$ cat src/lpag_pkg.sv
// Shared types and constants for the line pixel address generator.
// No dependencies; imported by every module of the block.
package lpag_pkg;

  // Coordinate and field widths
  localparam int COORD_BITS = 10;
  localparam int ERR_BITS   = COORD_BITS + 2;
  localparam int PITCH_BITS = 15;
  localparam int COLOR_BITS = 24;
  localparam int ADDR_BITS  = 24;
  localparam int CFG_BITS   = 24;
  localparam int BPP_SHIFT  = 2;  // four bytes per pixel

  // Configuration register indexes
  localparam int CFG_IDX_BITS = 1;
  localparam logic [CFG_IDX_BITS-1:0] REG_ROW_PITCH  = 1'd0;
  localparam logic [CFG_IDX_BITS-1:0] REG_DRAW_COLOR = 1'd1;

  // Request actions
  localparam logic ACT_LOAD = 1'b0;
  localparam logic ACT_STEP = 1'b1;

  // Reset values of the configuration registers
  localparam logic [PITCH_BITS-1:0] PITCH_RESET = 15'd4000;
  localparam logic [COLOR_BITS-1:0] COLOR_RESET = 24'hFF0000;

  typedef logic [COORD_BITS-1:0] coord_t;

  // One rasterized pixel passed from the stepper to the address stage
  typedef struct packed {
    coord_t x;
    coord_t y;
    logic   last;
  } pix_t;

endpackage

$ cat src/line_pixel_address_generator_unit.sv
// Top level of the Bresenham line pixel address generator.
// Depends on lpag_pkg, lpag_stepper and lpag_addr.
//
//   channel | handshake            | payload
//   --------+----------------------+------------------------------------------
//   in_     | in_valid / in_ready  | action, start_x, start_y, end_x, end_y
//   out_    | out_valid / out_ready| pixel_x, pixel_y, byte_address, color,
//           |                      | last_pixel
//   cfg_    | cfg_write_en         | cfg_index, cfg_wdata
//
// One request per cycle unless stalled. A step request passes the stepper's
// pixel register (line state update), then the address stage's result register
// (y*pitch multiply). Load requests and steps with no active line yield
// nothing. When out_ready is low with a result waiting, both stages hold and
// in_ready drops. Reset (rst_n, synchronous) clears the line and both valids.
module line_pixel_address_generator_unit (
  input  logic                              clk,
  input  logic                              rst_n,
  input  logic                              in_valid,
  output logic                              in_ready,
  input  logic                              in_action,
  input  logic [lpag_pkg::COORD_BITS-1:0]   in_start_x,
  input  logic [lpag_pkg::COORD_BITS-1:0]   in_start_y,
  input  logic [lpag_pkg::COORD_BITS-1:0]   in_end_x,
  input  logic [lpag_pkg::COORD_BITS-1:0]   in_end_y,
  output logic                              out_valid,
  input  logic                              out_ready,
  output logic [lpag_pkg::COORD_BITS-1:0]   out_pixel_x,
  output logic [lpag_pkg::COORD_BITS-1:0]   out_pixel_y,
  output logic [lpag_pkg::ADDR_BITS-1:0]    out_byte_address,
  output logic [lpag_pkg::COLOR_BITS-1:0]   out_color,
  output logic                              out_last_pixel,
  input  logic                              cfg_write_en,
  input  logic [lpag_pkg::CFG_IDX_BITS-1:0] cfg_index,
  input  logic [lpag_pkg::CFG_BITS-1:0]     cfg_wdata
);
  import lpag_pkg::*;

  logic                  en;
  logic                  req_accept;
  logic                  pix_valid;
  pix_t                  pix;
  logic [PITCH_BITS-1:0] pitch_r;
  logic [COLOR_BITS-1:0] color_r;

  // Pipeline advances unless a result is waiting and not taken
  assign en         = !out_valid || out_ready;
  assign in_ready   = en;
  assign req_accept = in_valid && en;

  // Configuration registers
  always_ff @(posedge clk) begin
    if (!rst_n) begin
      pitch_r <= PITCH_RESET;
      color_r <= COLOR_RESET;
    end else if (cfg_write_en) begin
      case (cfg_index)
        REG_ROW_PITCH:  pitch_r <= cfg_wdata[PITCH_BITS-1:0];
        REG_DRAW_COLOR: color_r <= cfg_wdata[COLOR_BITS-1:0];
        default: ;
      endcase
    end
  end

  lpag_stepper u_stepper (
    .clk        (clk),
    .rst_n      (rst_n),
    .en         (en),
    .req_accept (req_accept),
    .action     (in_action),
    .start_x    (in_start_x),
    .start_y    (in_start_y),
    .end_x      (in_end_x),
    .end_y      (in_end_y),
    .pix_valid  (pix_valid),
    .pix        (pix)
  );

  lpag_addr u_addr (
    .clk       (clk),
    .rst_n     (rst_n),
    .en        (en),
    .pix_valid (pix_valid),
    .pix       (pix),
    .pitch     (pitch_r),
    .color     (color_r),
    .res_valid (out_valid),
    .res_x     (out_pixel_x),
    .res_y     (out_pixel_y),
    .res_addr  (out_byte_address),
    .res_color (out_color),
    .res_last  (out_last_pixel)
  );

endmodule

$ cat src/lpag_stepper.sv
// Bresenham line state and per-request stepping, with a registered pixel output.
// Depends on lpag_pkg.
module lpag_stepper (
  input  logic             clk,
  input  logic             rst_n,
  input  logic             en,
  input  logic             req_accept,
  input  logic             action,
  input  lpag_pkg::coord_t start_x,
  input  lpag_pkg::coord_t start_y,
  input  lpag_pkg::coord_t end_x,
  input  lpag_pkg::coord_t end_y,
  output logic             pix_valid,
  output lpag_pkg::pix_t   pix
);
  import lpag_pkg::*;

  // Line state
  logic                       active_r, active_nxt;
  logic                       swapped_r, swapped_nxt;
  coord_t                     major_pos_r, major_pos_nxt;
  coord_t                     minor_pos_r, minor_pos_nxt;
  coord_t                     major_end_r, major_end_nxt;
  logic                       major_neg_r, major_neg_nxt;
  logic                       minor_neg_r, minor_neg_nxt;
  coord_t                     major_delta_r, major_delta_nxt;
  coord_t                     minor_delta_r, minor_delta_nxt;
  logic signed [ERR_BITS-1:0] err_r, err_nxt;

  // Pixel register
  logic pix_valid_r, pix_valid_nxt;
  pix_t pix_r, pix_nxt;

  // Load-side terms
  logic   x_neg, y_neg, steep;
  coord_t dx, dy;

  // Step-side terms
  logic signed [ERR_BITS-1:0] err_sub;
  coord_t                     step_major, step_minor;
  logic                       step_last;

  // Extents and directions of a newly loaded line
  always_comb begin
    x_neg = end_x < start_x;
    y_neg = end_y < start_y;
    dx    = x_neg ? (start_x - end_x) : (end_x - start_x);
    dy    = y_neg ? (start_y - end_y) : (end_y - start_y);
    steep = dy > dx;
  end

  // One Bresenham step from the current state
  always_comb begin
    step_major = major_neg_r ? (major_pos_r - 1'b1) : (major_pos_r + 1'b1);
    err_sub    = err_r - $signed({2'b00, minor_delta_r});
    step_minor = minor_neg_r ? (minor_pos_r - 1'b1) : (minor_pos_r + 1'b1);
    step_last  = step_major == major_end_r;
  end

  // Next state and pixel
  always_comb begin
    active_nxt      = active_r;
    swapped_nxt     = swapped_r;
    major_pos_nxt   = major_pos_r;
    minor_pos_nxt   = minor_pos_r;
    major_end_nxt   = major_end_r;
    major_neg_nxt   = major_neg_r;
    minor_neg_nxt   = minor_neg_r;
    major_delta_nxt = major_delta_r;
    minor_delta_nxt = minor_delta_r;
    err_nxt         = err_r;
    pix_valid_nxt   = 1'b0;
    pix_nxt         = pix_r;

    if (req_accept && action == ACT_LOAD) begin
      swapped_nxt = steep;
      if (steep) begin
        major_pos_nxt   = start_y;
        minor_pos_nxt   = start_x;
        major_end_nxt   = end_y;
        major_neg_nxt   = y_neg;
        minor_neg_nxt   = x_neg;
        major_delta_nxt = dy;
        minor_delta_nxt = dx;
      end else begin
        major_pos_nxt   = start_x;
        minor_pos_nxt   = start_y;
        major_end_nxt   = end_x;
        major_neg_nxt   = x_neg;
        minor_neg_nxt   = y_neg;
        major_delta_nxt = dx;
        minor_delta_nxt = dy;
      end
      err_nxt    = $signed({3'b000, major_delta_nxt[COORD_BITS-1:1]});
      active_nxt = major_delta_nxt != '0;
    end else if (req_accept && action == ACT_STEP && active_r) begin
      major_pos_nxt = step_major;
      if (err_sub < 0) begin
        minor_pos_nxt = step_minor;
        err_nxt       = err_sub + $signed({2'b00, major_delta_r});
      end else begin
        err_nxt = err_sub;
      end
      if (step_last) begin
        active_nxt = 1'b0;
      end
      pix_valid_nxt = 1'b1;
      pix_nxt.x     = swapped_r ? minor_pos_nxt : step_major;
      pix_nxt.y     = swapped_r ? step_major : minor_pos_nxt;
      pix_nxt.last  = step_last;
    end
  end

  // Control state
  always_ff @(posedge clk) begin
    if (!rst_n) begin
      active_r    <= 1'b0;
      pix_valid_r <= 1'b0;
    end else begin
      active_r <= active_nxt;
      if (en) begin
        pix_valid_r <= pix_valid_nxt;
      end
    end
  end

  // Line registers and pixel payload
  always_ff @(posedge clk) begin
    swapped_r     <= swapped_nxt;
    major_pos_r   <= major_pos_nxt;
    minor_pos_r   <= minor_pos_nxt;
    major_end_r   <= major_end_nxt;
    major_neg_r   <= major_neg_nxt;
    minor_neg_r   <= minor_neg_nxt;
    major_delta_r <= major_delta_nxt;
    minor_delta_r <= minor_delta_nxt;
    err_r         <= err_nxt;
    if (en) begin
      pix_r <= pix_nxt;
    end
  end

  assign pix_valid = pix_valid_r;
  assign pix       = pix_r;

endmodule

$ cat src/lpag_addr.sv
// Byte address computation (x*4 + y*pitch) and the result register.
// Depends on lpag_pkg.
module lpag_addr (
  input  logic                                clk,
  input  logic                                rst_n,
  input  logic                                en,
  input  logic                                pix_valid,
  input  lpag_pkg::pix_t                      pix,
  input  logic [lpag_pkg::PITCH_BITS-1:0]     pitch,
  input  logic [lpag_pkg::COLOR_BITS-1:0]     color,
  output logic                                res_valid,
  output lpag_pkg::coord_t                    res_x,
  output lpag_pkg::coord_t                    res_y,
  output logic [lpag_pkg::ADDR_BITS-1:0]      res_addr,
  output logic [lpag_pkg::COLOR_BITS-1:0]     res_color,
  output logic                                res_last
);
  import lpag_pkg::*;

  localparam int PROD_BITS = COORD_BITS + PITCH_BITS;

  logic                           valid_r;
  coord_t                         x_r, y_r;
  logic [ADDR_BITS-1:0]           addr_r, addr_nxt;
  logic [COLOR_BITS-1:0]          color_r;
  logic                           last_r;
  logic [PROD_BITS-1:0]           row_off;
  logic [ADDR_BITS-1:0]           col_off;

  // Row offset by one narrow multiply, column offset by a shift; wraps at 2^24
  always_comb begin
    row_off  = PROD_BITS'(pix.y) * PROD_BITS'(pitch);
    col_off  = ADDR_BITS'({pix.x, {BPP_SHIFT{1'b0}}});
    addr_nxt = col_off + row_off[ADDR_BITS-1:0];
  end

  // Result valid
  always_ff @(posedge clk) begin
    if (!rst_n) begin
      valid_r <= 1'b0;
    end else if (en) begin
      valid_r <= pix_valid;
    end
  end

  // Result payload
  always_ff @(posedge clk) begin
    if (en) begin
      x_r     <= pix.x;
      y_r     <= pix.y;
      addr_r  <= addr_nxt;
      color_r <= color;
      last_r  <= pix.last;
    end
  end

  assign res_valid = valid_r;
  assign res_x     = x_r;
  assign res_y     = y_r;
  assign res_addr  = addr_r;
  assign res_color = color_r;
  assign res_last  = last_r;

endmodule
$ cat config.mk
export PLATFORM = sky130hd
export DESIGN_NAME = line_pixel_address_generator_unit
export DESIGN_NICKNAME = d
export VERILOG_FILES = /design/src/lpag_pkg.sv /design/src/line_pixel_address_generator_unit.sv /design/src/lpag_stepper.sv /design/src/lpag_addr.sv
export SDC_FILE = /design/constraint.sdc
export NUM_CORES = 1
export LEC_CHECK = 0
export BUFFER_PORTS_ARGS = -buffer_cell sky130_fd_sc_hd__buf_4
export CORE_MARGIN = 2
export CORE_UTILIZATION = 50
export DETAILED_ROUTE_END_ITERATION = 10
export PLACE_DENSITY_LB_ADDON = 0.15
export SLEW_MARGIN = 20
export SYNTH_ARGS = -nofsm -noshare
export SYNTH_HDL_FRONTEND = slang
export SYNTH_HIERARCHICAL = 1
export SYNTH_SLANG_ARGS = --single-unit
$ cat constraint.sdc
create_clock -name clk -period 9.3 [get_ports clk]
set_clock_uncertainty 0.2 [all_clocks]
set_input_delay 0.93 -clock clk [delete_from_list [all_inputs] [get_ports clk]]
set_output_delay 0.93 -clock clk [all_outputs]
set_load 0.02 [all_outputs]
==> flow_summary.toml <==
[clocking]
cts_tree = "built"
cts_buffers = 17
clock_sinks = 197
worstSkewPairLatency_ns = 0.46
ctsHoldBuffers = 0
cts_root_buffer = "clkbuf_16"
clockBufferDepth = 2
cts_resized = 0
cts_setup_buffers = 0
clkSlewWorstSetupHoldPaths_ns = 0.08
cts_max_level = 4

[sta]
finalSetupTns_ns = 0
slew_headroom_pct = 34.9
fin_crit_ns = 6.37
hold_violations = 0
tightest_slew_ns = 0.976
min_period_over_period_pct = 68.5
rsz0062_at_grt = "no"
finalMaxSlewViolations = 0
setup_viol = 0
timing.fmax_ghz = 0.157

[route]
wl_per_cell_um = 18.2
via_count = 12400
viasPerCell = 5.45
ant_nets = 0
drt_pass1_iterations = 5
drc = 0
drtIter0Drc = 830
routed_wirelength_um = 41300

[layout]
design_area_mm2 = 0.0186
syn_to_final_growth_pct = 11.3
drive_gt1_share_pct = 11.9
n_fill_cell = 2941
multi_input_area_mm2 = 0.00989
mostFrequentLayoutCell = "inv_1"
seq_area_mm2 = 0.00547
nNetsFinal = 2146
antenna_cells = 0
final_cell_mix = "inv_1 (244), nand2_1 (194), edfxtp_1 (152)"

[critical_path]
crit_type = "in -> reg"
startpoint_type = "input pin"
reg2regPathDepth = 18
cp_max_fo = 56
reg2reg_slack_ns = 3.40
r2r_end = "u_addr/res_addr[20]$_DFFE_PP_"
r2r_start = "u_stepper/pix[4]$_DFFE_PP_"
critPathCaptureType = "register"
crit_required_ns = 9.45
startpoint = "in_end_x[0]"
cp.arrival_ns = 6.52

[power]
p_sw_mw = 2.79
power_frac_seq_pct = 23.6
p_per_area_mw_per_mm2 = 325
leakagePower_nw = 8.53
p_sw_share_pct = 46.3
fin_total_pwr_mw = 6.03
internal_power_mw = 3.24
clockPowerShare_pct = 12.5
vdd_drop_max_v = 0.000372
p_comb_share_pct = 63.9

[global_route]
grt_pass1_vias = 12600
grt_max_degree = 60
antenna_found_initial = 0
grtUsageTotal_pct = 24.5
grt_pass1_wl_um = 67200
globalRouteOverflowTotal = 0

[die]
io-pin-count = 142
die-area_mm2 = 0.0348
die_h_um = 187
core_area_mm2 = 0.0327
start_util_pct = 51.0
rows = 66
die_w_um = 187

[worst_hold_path]
hold_end = "u_addr/res_color[8]$_DFFE_PP_"
hold_path.class = "reg -> reg"
hp-start = "color_r[8]$_SDFFE_PN0P_"
whs_path_depth = 0

[logic_synthesis]
ys_top_cells_by_area = "edfxtp_1 (27%), fa_1 (14%), ha_1 (11%)"
syn_inst = 1726
avgSynthCellArea_um2 = 9.67
yosysUniqueCellTypes = 77
ys_ff_latch = 197
syn_nets = 2061
synthesis.area_mm2 = 0.0167
synth_top_flop_cell = "edfxtp_1"
yosysSeqAreaShare_pct = 32.8
ys_warn_count = 6
synth-edff-count = 152
synthArstFlopShare_pct = 0
yosysTopAreaCell = "edfxtp_1"
synth_top_area_share_pct = 27.4

[placed_design]
place.gp.congestion = 0.911
port_buffers = 141
dpl.hpwl_um = 32300
postPlaceCellArea_mm2 = 0.0180

[job]
max_cap_violations = 0

[run_status]
status = "finished clean"
[state kept, by name (all words and copies together) (netlist names), 12 cells and up]
register,flops
u_stepper/err_r,12
color_r,24
pitch_r,15
u_addr/res_color,24
u_addr/res_addr,24
u_stepper/pix,21
[per-stage QoR]
step	util, %	hold slack [ns]	std cells	setup WS, ns
3_3_place_gp	54.9	0.211	2234	2.70
3_5_place_dp	54.9	0.216	2234	2.52
6_report	56.8	0.233	2266	2.93
2_1_floorplan	-	0.200	1726	3.47
4_1_cts	56.8	0.233	2266	2.98
5_1_grt	56.8	0.240	2266	2.53
[logic make-up (layout without fill, tap and decap cells)]
logic type               Yosys count  in the layout  share of synthesized area (%)
multiplexers                      45             45                           2.73
AND/OR/NAND/NOR                  475            475                           13.6
flip-flops                       197            197                           32.8
AO/OA/AOI/OAI                    340            340                           13.8
buffers and inverters            331            429                           8.01
XOR/XNOR                          74             74                           3.88
adder cells (fa/ha/maj)          264            264                           25.2
[metal layers]
metal	wire, um	vias up	part of all wire [%]	GRT usage (%)
li1	-	6010	-	-
met1	17900	5991	43	31.1
met2	20600	302	50	42.9
met3	1720	53	4.2	3.31
met4	1110	0	2.7	8.46
met5	0	-	0	0
[layout make-up]
type	instances	area share [%]
clock inverters	14	0.950
clock buffers	18	2.31
inverters	247	4.99
well taps	442	2.98
flip-flops and latches	197	29.4
repair buffers	150	6.07
multi-input cells	1198	53.3
[worst max-delay path by stage]
stage,endpoint,slack [ns],cells after the start
after floorplan,u_stepper/active_r$_SDFFE_PN0P_,3.47,22
after global placement,u_stepper/active_r$_SDFFE_PN0P_,2.70,21
after detailed placement,u_stepper/active_r$_SDFFE_PN0P_,2.52,21
after CTS,u_stepper/active_r$_SDFFE_PN0P_,2.98,21
after global routing,u_stepper/active_r$_SDFFE_PN0P_,2.53,21
final,u_stepper/active_r$_SDFFE_PN0P_,2.93,21
[critical path, cell delays in order]
cell and delay (ns):
buf_4 0.11, inv_1 0.06, ha_1 0.22, inv_1 0.07
fa_1 0.40, a21o_1 0.21, a221oi_2 0.33, a211oi_2 0.21
a2111oi_1 0.51, nor2_1 0.14, xnor2_1 0.42, ha_1 0.34
a41oi_1 0.16, o21ai_0 0.11, a2111oi_0 0.42, a31o_2 0.19
buf_4 0.45, nand4_1 0.17, a221o_1 0.34, or4b_1 0.55
o211a_1 0.15
[power groups by stage]
stage | logic [mW] | clock network [mW] | registers (mW)
2_1_floorplan | 2.89 | 0 | 1.47
3_3_place_gp | 3.74 | 0 | 1.44
3_5_place_dp | 3.83 | 0 | 1.44
4_1_cts | 3.86 | 0.769 | 1.43
5_1_grt | 4.38 | 0.802 | 1.45
6_report | 3.85 | 0.754 | 1.42
[Yosys cell counts, types with 9 or more instances]
| cell type | number |
|---|---|
| a211oi_1 | 20 |
| a21boi_0 | 9 |
| a21o_1 | 23 |
| a21oi_1 | 99 |
| a31oi_1 | 18 |
| and2_1 | 74 |
| and3_1 | 11 |
| buf_2 | 12 |
| clkbuf_1 | 57 |
| dfxtp_1 | 45 |
| edfxtp_1 | 152 |
| fa_1 | 120 |
| ha_1 | 144 |
| inv_1 | 245 |
| mux2i_1 | 41 |
| nand2_1 | 194 |
| nand2b_1 | 10 |
| nand3_1 | 20 |
| nand3b_1 | 9 |
| nand4_1 | 14 |
| nor2_1 | 80 |
| nor2b_1 | 18 |
| nor3_1 | 21 |
| o211ai_1 | 14 |
| o211ai_2 | 14 |
| o21a_1 | 13 |
| o21ai_0 | 56 |
| xnor2_1 | 48 |
| xor2_1 | 26 |
(Power assumes the default switching activity.)
